`config.mk`:
```
export PLATFORM = sky130hd
export DESIGN_NAME = audio_peak_level_histogram_top
export DESIGN_NICKNAME = d
export VERILOG_FILES = /design/src/hw/rtl/aplh_pkg.sv /design/src/hw/rtl/aplh_bin_match.sv /design/src/hw/rtl/audio_peak_level_histogram_top.sv
export SDC_FILE = /design/constraint.sdc
export NUM_CORES = 2
export LEC_CHECK = 0
export BUFFER_PORTS_ARGS = -buffer_cell sky130_fd_sc_hd__buf_4
export CAP_MARGIN = 15
export CORE_MARGIN = 3
export CORE_UTILIZATION = 60
export DETAILED_ROUTE_END_ITERATION = 10
export GPL_ROUTABILITY_DRIVEN = 0
export HOLD_SLACK_MARGIN = 0.02
export PLACE_DENSITY_LB_ADDON = 0.12
export SYNTH_ARGS = -nofsm -noshare
export SYNTH_HDL_FRONTEND = slang
export SYNTH_HIERARCHICAL = 1
export SYNTH_SLANG_ARGS = --single-unit
```
`constraint.sdc`:
```
create_clock -name clk_i -period 11.6 [get_ports clk_i]
set_input_delay 3.48 -clock clk_i [delete_from_list [all_inputs] [get_ports clk_i]]
set_output_delay 3.48 -clock clk_i [all_outputs]
set_load 0.01 [all_outputs]
```
`src/hw/rtl/aplh_pkg.sv`:
```
// Shared types and constants for the audio peak-level histogram.
// No dependencies; imported by every module of the block.
package aplh_pkg;

  localparam int unsigned SampleW     = 16;
  localparam int unsigned CountW      = 16;
  localparam int unsigned BinW        = 4;
  localparam int unsigned CfgW        = 16;
  localparam int unsigned BinsDefault = 16;

  localparam logic [SampleW-1:0] PeakReset      = 16'h8000;
  localparam logic [CfgW-1:0]    ThresholdReset = 16'd5000;
  localparam logic [CfgW-1:0]    BinWidthReset  = 16'd500;

  typedef enum logic {
    FuncSample = 1'b0,
    FuncRead   = 1'b1
  } func_e;

  typedef enum logic {
    RegThreshold = 1'b0,
    RegBinWidth  = 1'b1
  } reg_index_e;

endpackage

```
`src/hw/rtl/aplh_bin_match.sv`:
```
// Bin limit registers and first-match priority encoder for the histogram.
// Depends on aplh_pkg.
module aplh_bin_match import aplh_pkg::*; #(
  parameter int unsigned Bins = BinsDefault,
  localparam int unsigned IdxW = (Bins > 1) ? $clog2(Bins) : 1
) (
  input  logic                      clk_i,
  input  logic [CfgW-1:0]           threshold_i,
  input  logic [CfgW-1:0]           bin_width_i,
  input  logic signed [SampleW-1:0] peak_i,
  output logic [IdxW-1:0]           idx_o
);

  logic [CfgW-1:0] limit_q [Bins];
  logic [Bins-1:0] hit;

  // Limits are registered; config must be written only while idle, unchecked here.
  for (genvar x = 0; x < Bins; x++) begin : g_lane
    logic [CfgW-1:0] step;
    logic [CfgW-1:0] limit_d;

    assign step    = CfgW'(32'(x + 1) * 32'(bin_width_i));
    assign limit_d = CfgW'(threshold_i + step);

    always_ff @(posedge clk_i) begin
      limit_q[x] <= limit_d;
    end

    assign hit[x] = $signed({peak_i[SampleW-1], peak_i}) <= $signed({1'b0, limit_q[x]});
  end

  // Lowest matching bin wins; fall back to the last bin.
  always_comb begin
    idx_o = IdxW'(Bins - 1);
    for (int x = Bins - 1; x >= 0; x--) begin
      if (hit[x]) begin
        idx_o = IdxW'(x);
      end
    end
  end

endmodule

```
`src/hw/rtl/audio_peak_level_histogram_top.sv`:
```
// Top level of the audio peak-level histogram: input stage, peak tracker,
// bin counters and output register. Depends on aplh_pkg and aplh_bin_match.
//
//  channel  direction  handshake                  payload
//  in       sink       in_valid_i / in_stall_o    func, sample, last, bin_select
//  out      source     out_valid_o / out_stall_i  bump, peak, bin, bin_count
//  cfg      sink       cfg_we_i                   cfg_index_i, cfg_data_i
//
// One request per cycle sustained while results are not stalled; a request
// that yields a result shows it on the outputs through the input register,
// then the result register.
// The loop is the running peak and counter update in the processing stage,
// which retires one request each cycle unless the result side stalls.
// Reset sets threshold 5000, bin width 500, sets the peak to the most
// negative sample and clears all counters.
// A stalled result holds the processing stage; the input register then
// stalls the sender. Every request in the processing stage, with or without
// a result, waits there while the result register is full and stalled.
module audio_peak_level_histogram_top import aplh_pkg::*; #(
  parameter int unsigned Bins = BinsDefault,
  localparam int unsigned IdxW = (Bins > 1) ? $clog2(Bins) : 1
) (
  input  logic                      clk_i,
  input  logic                      rst_ni,
  // request channel
  input  logic                      in_valid_i,
  output logic                      in_stall_o,
  input  logic                      in_func_i,
  input  logic signed [SampleW-1:0] in_sample_i,
  input  logic                      in_last_i,
  input  logic [BinW-1:0]           in_bin_select_i,
  // result channel
  output logic                      out_valid_o,
  input  logic                      out_stall_i,
  output logic                      out_bump_o,
  output logic signed [SampleW-1:0] out_peak_o,
  output logic [BinW-1:0]           out_bin_o,
  output logic [CountW-1:0]         out_bin_count_o,
  // configuration
  input  logic                      cfg_we_i,
  input  logic                      cfg_index_i,
  input  logic [CfgW-1:0]           cfg_data_i
);

  // Configuration registers.
  logic [CfgW-1:0] threshold_q;
  logic [CfgW-1:0] bin_width_q;
  logic            clear_counts;

  always_comb begin
    clear_counts = 1'b0;
    if (cfg_we_i && (reg_index_e'(cfg_index_i) == RegThreshold)) begin
      clear_counts = 1'b1;
    end
  end

  always_ff @(posedge clk_i or negedge rst_ni) begin
    if (!rst_ni) begin
      threshold_q <= ThresholdReset;
      bin_width_q <= BinWidthReset;
    end else if (cfg_we_i) begin
      case (reg_index_e'(cfg_index_i))
        RegThreshold: threshold_q <= cfg_data_i;
        RegBinWidth:  bin_width_q <= cfg_data_i;
        default: ;
      endcase
    end
  end

  // Input register.
  logic                      s1_valid_q;
  logic                      s1_func_q;
  logic signed [SampleW-1:0] s1_sample_q;
  logic                      s1_last_q;
  logic [BinW-1:0]           s1_sel_q;
  logic                      out_ready;
  logic                      s1_retire;
  logic                      in_take;

  assign out_ready  = !out_valid_o || !out_stall_i;
  assign s1_retire  = s1_valid_q && out_ready;
  assign in_stall_o = s1_valid_q && !out_ready;
  assign in_take    = in_valid_i && !in_stall_o;

  always_ff @(posedge clk_i or negedge rst_ni) begin
    if (!rst_ni) begin
      s1_valid_q <= 1'b0;
    end else if (out_ready || !s1_valid_q) begin
      s1_valid_q <= in_valid_i;
    end
  end

  always_ff @(posedge clk_i) begin
    if (in_take) begin
      s1_func_q   <= in_func_i;
      s1_sample_q <= in_sample_i;
      s1_last_q   <= in_last_i;
      s1_sel_q    <= in_bin_select_i;
    end
  end

  // Peak tracking.
  logic signed [SampleW-1:0] run_peak_q;
  logic signed [SampleW-1:0] peak_new;
  logic                      is_read;
  logic                      bump;
  logic [IdxW-1:0]           hit_idx;

  assign is_read  = (func_e'(s1_func_q) == FuncRead);
  assign peak_new = (s1_sample_q > run_peak_q) ? s1_sample_q : run_peak_q;
  assign bump     = !is_read && s1_last_q &&
                    ($signed({peak_new[SampleW-1], peak_new}) > $signed({1'b0, threshold_q}));

  aplh_bin_match #(
    .Bins (Bins)
  ) u_bin_match (
    .clk_i       (clk_i),
    .threshold_i (threshold_q),
    .bin_width_i (bin_width_q),
    .peak_i      (peak_new),
    .idx_o       (hit_idx)
  );

  always_ff @(posedge clk_i or negedge rst_ni) begin
    if (!rst_ni) begin
      run_peak_q <= PeakReset;
    end else if (s1_retire && !is_read) begin
      // Restart the peak at every batch end.
      run_peak_q <= s1_last_q ? PeakReset : peak_new;
    end
  end

  // Bin counters.
  logic [CountW-1:0] counts_q [Bins];
  logic [CountW-1:0] hit_next;
  logic              rd_in_range;
  logic [CountW-1:0] rd_count;

  assign hit_next    = CountW'(counts_q[hit_idx] + 1'b1);
  assign rd_in_range = (32'(s1_sel_q) < Bins);
  assign rd_count    = rd_in_range ? counts_q[IdxW'(s1_sel_q)] : '0;

  always_ff @(posedge clk_i or negedge rst_ni) begin
    if (!rst_ni) begin
      for (int x = 0; x < Bins; x++) begin
        counts_q[x] <= '0;
      end
    end else if (clear_counts) begin
      for (int x = 0; x < Bins; x++) begin
        counts_q[x] <= '0;
      end
    end else if (s1_retire && bump) begin
      counts_q[hit_idx] <= hit_next;
    end
  end

  // Result register.
  logic                      res_valid;
  logic                      out_valid_q;
  logic                      out_bump_q;
  logic signed [SampleW-1:0] out_peak_q;
  logic [BinW-1:0]           out_bin_q;
  logic [CountW-1:0]         out_bin_count_q;
  logic signed [SampleW-1:0] res_peak;
  logic [BinW-1:0]           res_bin;
  logic [CountW-1:0]         res_count;

  assign res_valid = s1_valid_q && (is_read || s1_last_q);

  always_comb begin
    if (is_read) begin
      res_peak  = '0;
      res_bin   = s1_sel_q;
      res_count = rd_count;
    end else if (bump) begin
      res_peak  = peak_new;
      res_bin   = BinW'(hit_idx);
      res_count = hit_next;
    end else begin
      res_peak  = peak_new;
      res_bin   = '0;
      res_count = '0;
    end
  end

  always_ff @(posedge clk_i or negedge rst_ni) begin
    if (!rst_ni) begin
      out_valid_q <= 1'b0;
    end else if (out_ready) begin
      out_valid_q <= res_valid;
    end
  end

  always_ff @(posedge clk_i) begin
    if (out_ready && res_valid) begin
      out_bump_q      <= bump;
      out_peak_q      <= res_peak;
      out_bin_q       <= res_bin;
      out_bin_count_q <= res_count;
    end
  end

  assign out_valid_o     = out_valid_q;
  assign out_bump_o      = out_bump_q;
  assign out_peak_o      = out_peak_q;
  assign out_bin_o       = out_bin_q;
  assign out_bin_count_o = out_bin_count_q;

endmodule

```
==> results.py <==
metrics = {
    "synth": {
        "yosysSeqAreaShare": 0.314,
        "ys_async_sr_fraction": 0.531,
        "syn_area_per_cell_sq_um": 10.3,
        "synth-seq-cells": 576,
        "yosys.area.top_type": "dfrtp_1",
        "synth_most_common_cell": "inv_1",
        "syn_inst": 4224,
        "syn_nets": 4952,
        "synth_edf_count": 59,
        "synth.top_cell.area_share": 0.169,
        "synth_ff_type": "dfrtp_1",
        "yosysUniqueCellTypes": 93,
        "synthTopCellsByArea": "dfrtp_1 17%, ha_1 15%, dfxtp_1 9.7%",
        "ys_warn_count": 6,
        "synth_common_cells": "534 x inv_1, 524 x ha_1, 304 x a21oi_1",
        "netlist_area_sq_mm": 0.0435,
    },
    "timing": {
        "clock_skew_ns": 0.0323,
        "worst_slack_ns": 1.78,
        "timing.final.crit_share": 0.847,
        "setup_viol": 0,
        "relSlewSlack": 0.278,
        "rsz0062_at_grt": "no",
        "min_period_ns": 9.82,
        "max_freq_mhz": 102,
        "hold_viol_final": 0,
        "fin_hold_ws_ns": 0.481,
        "worst_pin_slew_ns": 1.08,
        "finalSetupTns_ns": 0,
        "drv_slew": 0,
    },
    "cts": {
        "clock_latency_ns": 0.64,
        "cts_resized": 0,
        "htreeDepth": 3,
        "cts_tree": "yes",
        "root_buffer": "clkbuf_16",
        "clkSinkCount": 576,
        "ctsHoldBuffers": 0,
        "cts_buffer_depth": 3,
        "cts_made_buffers": 67,
        "clk_pin_slew_ns": 0.06,
        "cts_setup_buffers": 0,
    },
    "route": {
        "ant_nets": 0,
        "via_per_inst": 6.16,
        "drtPass1Iterations": 5,
        "drc": 0,
        "num_vias": 32715,
        "totalWireLength_mm": 124,
        "wire_per_inst_um": 23.4,
        "drt_iter0_drc": 2780,
    },
    "finish": {
        "utilization": 0.665,
        "multi_input_area_sq_mm": 0.0270,
        "layout.cells.non_filler": 5307,
        "drive_gt1_frac": 0.142,
        "syn2layout_area_growth_pct": 9.39,
        "final_cell_area_sq_mm": 0.0476,
        "layout.nets": 5032,
        "seqCellArea_sq_mm": 0.0137,
        "num-fill-cells": 5707,
        "antenna_cells": 0,
    },
    "global_routing": {
        "grt_first_pass_wirelength_mm": 192,
        "grt_max_degree": 109,
        "grt.total_usage": 0.332,
        "grt_remaining_overflow": 0,
        "grt_pass1_vias": 33176,
        "grt_antenna_before_repair": 1,
    },
    "setup_path": {
        "critical_path_class": "flop to flop",
        "worst-path-max-fanout": 58,
        "cp.required_ns": 12.14,
        "arrival_ns": 10.37,
        "worstSetupEndpointType": "flop",
        "cp-start-kind": "flop",
    },
    "placement": {
        "place_inst": 5185,
        "place_ws_ns": 1.90,
        "dp_hpwl_mm": 86.1,
        "portBuffers": 82,
        "placed_area_sq_mm": 0.0452,
    },
    "pwr": {
        "totalPowerFinal_mw": 12.2,
        "power_density_mw_per_mm2": 257,
        "irDropWorstVdd_mv": 0.258,
        "p_leak_nw": 21.9,
    },
    "die": {
        "core_sq_mm": 0.0716,
        "die_h_um": 275,
        "die_w_um": 275,
        "io_pins": 83,
        "rows": 98,
        "die_area_sq_mm": 0.0758,
        "start_util": 0.608,
    },
    "run_status": {
        "status": "finished clean",
    },
    "worst_hold_path": {
        "hold_class": "flop to flop",
    },
    "run": {
        "max_cap_violations": 0,
    },
}
cell type report:
class / count / share of cell area
Clock buffer: 81 / 0.0378
Clock inverter: 41 / 0.0124
Inverter: 534 / 0.0421
Multi-Input combinational cell: 2957 / 0.568
Sequential cell: 576 / 0.287
Tap cell: 950 / 0.0250
Timing Repair Buffer: 168 / 0.0272
registers in the layout, summed over array words and instances, names as in the netlist:
name / flops
is_read: 1
s1_valid_q: 1
s1_last_q: 1
s1_sel_q: 4
out_bin_o: 4
out_peak_o: 16
out_bin_count_o: 16
bin_width_q: 16
u_bin_match/limit_q: 211
s1_sample_q: 16
out_bump_o: 1
out_valid_o: 1
run_peak_q: 16
counts_q: 256
threshold_q: 16
where the power goes:
part	internal, mW	switching, mW	leakage [nW]
Sequential	2.57	0.189	6.53
Combinational	3.02	4.14	14.2
Clock	1.37	0.948	1.14
Total	6.96	5.27	21.9
path summary, 6_finish.rpt:
check / from / to / slack [ns] / cells after the start
min in group asynchronous: rst_ni / s1_valid_q / 2.88 / 1
worst min-delay path: run_peak_q[2] / run_peak_q[2] / 0.48 / 2
max in group asynchronous: rst_ni / bin_width_q[1] / 7.13 / 2
worst max-delay path: run_peak_q[15] / counts_q[69] / 1.78 / 26
worst max register to register: run_peak_q[15] / counts_q[69] / 1.78 / 26
worst min register to register: run_peak_q[2] / run_peak_q[2] / 0.48 / 2
routing by layer:
| metal | wire length [um] | track usage | vias to the layer above |
|---|---|---|---|
| met4 | 7600 | 0.173 | 2 |
| li1 | - | - | 15140 |
| met3 | 6720 | 0.0436 | 407 |
| met2 | 60800 | 0.574 | 1133 |
| met5 | 9 | 0 | - |
| met1 | 49000 | 0.408 | 16033 |
placed cells by master, fill, tap and decap left out, types with 58 or more instances in the layout:
| cell type | n |
|---|---|
| nand2_1 | 180 |
| dfxtp_1 | 211 |
| xnor2_1 | 175 |
| o21ai_0 | 177 |
| a21o_1 | 83 |
| a211oi_1 | 111 |
| ha_1 | 524 |
| clkbuf_16 | 68 |
| xor2_1 | 78 |
| edfxtp_1 | 59 |
| nor3_1 | 58 |
| a21oi_1 | 303 |
| dfrtp_1 | 294 |
| inv_1 | 534 |
| a211oi_2 | 73 |
| fa_1 | 160 |
| nor2_1 | 277 |
| mux4_2 | 145 |
| buf_4 | 165 |
cell families after synthesis:
| family | after synthesis | synth area share |
|---|---|---|
| adder cells (fa/ha/maj) | 684 | 0.224 |
| flip-flops | 576 | 0.314 |
| multiplexers | 178 | 0.0831 |
| buffers and inverters | 691 | 0.0654 |
| AND/OR/NAND/NOR | 775 | 0.0859 |
| AO/OA/AOI/OAI | 1058 | 0.173 |
| XOR/XNOR | 262 | 0.0543 |
worst max-delay path, stage by stage (launching register included):
cell       delay (ns)
dfstp_2          1.07
inv_1            0.15
ha_1             0.35
nand4_2          0.16
nor4_4           0.35
o21ai_2          0.15
a31oi_2          0.42
nor2_1           0.08
a21oi_1          0.32
inv_1            0.58
ha_1             0.54
a21o_1           0.17
a211o_1          0.29
a221o_1          0.27
o31ai_1          0.36
inv_1            0.14
a31oi_1          0.20
o21bai_1         0.18
a21oi_4          0.49
buf_4            0.80
nand2_1          0.13
a2111oi_0        0.55
o31ai_2          0.31
a2111oi_4        0.85
buf_4            0.42
o21ai_0          0.16
a21oi_1          0.20
(Power assumes the default switching activity.)
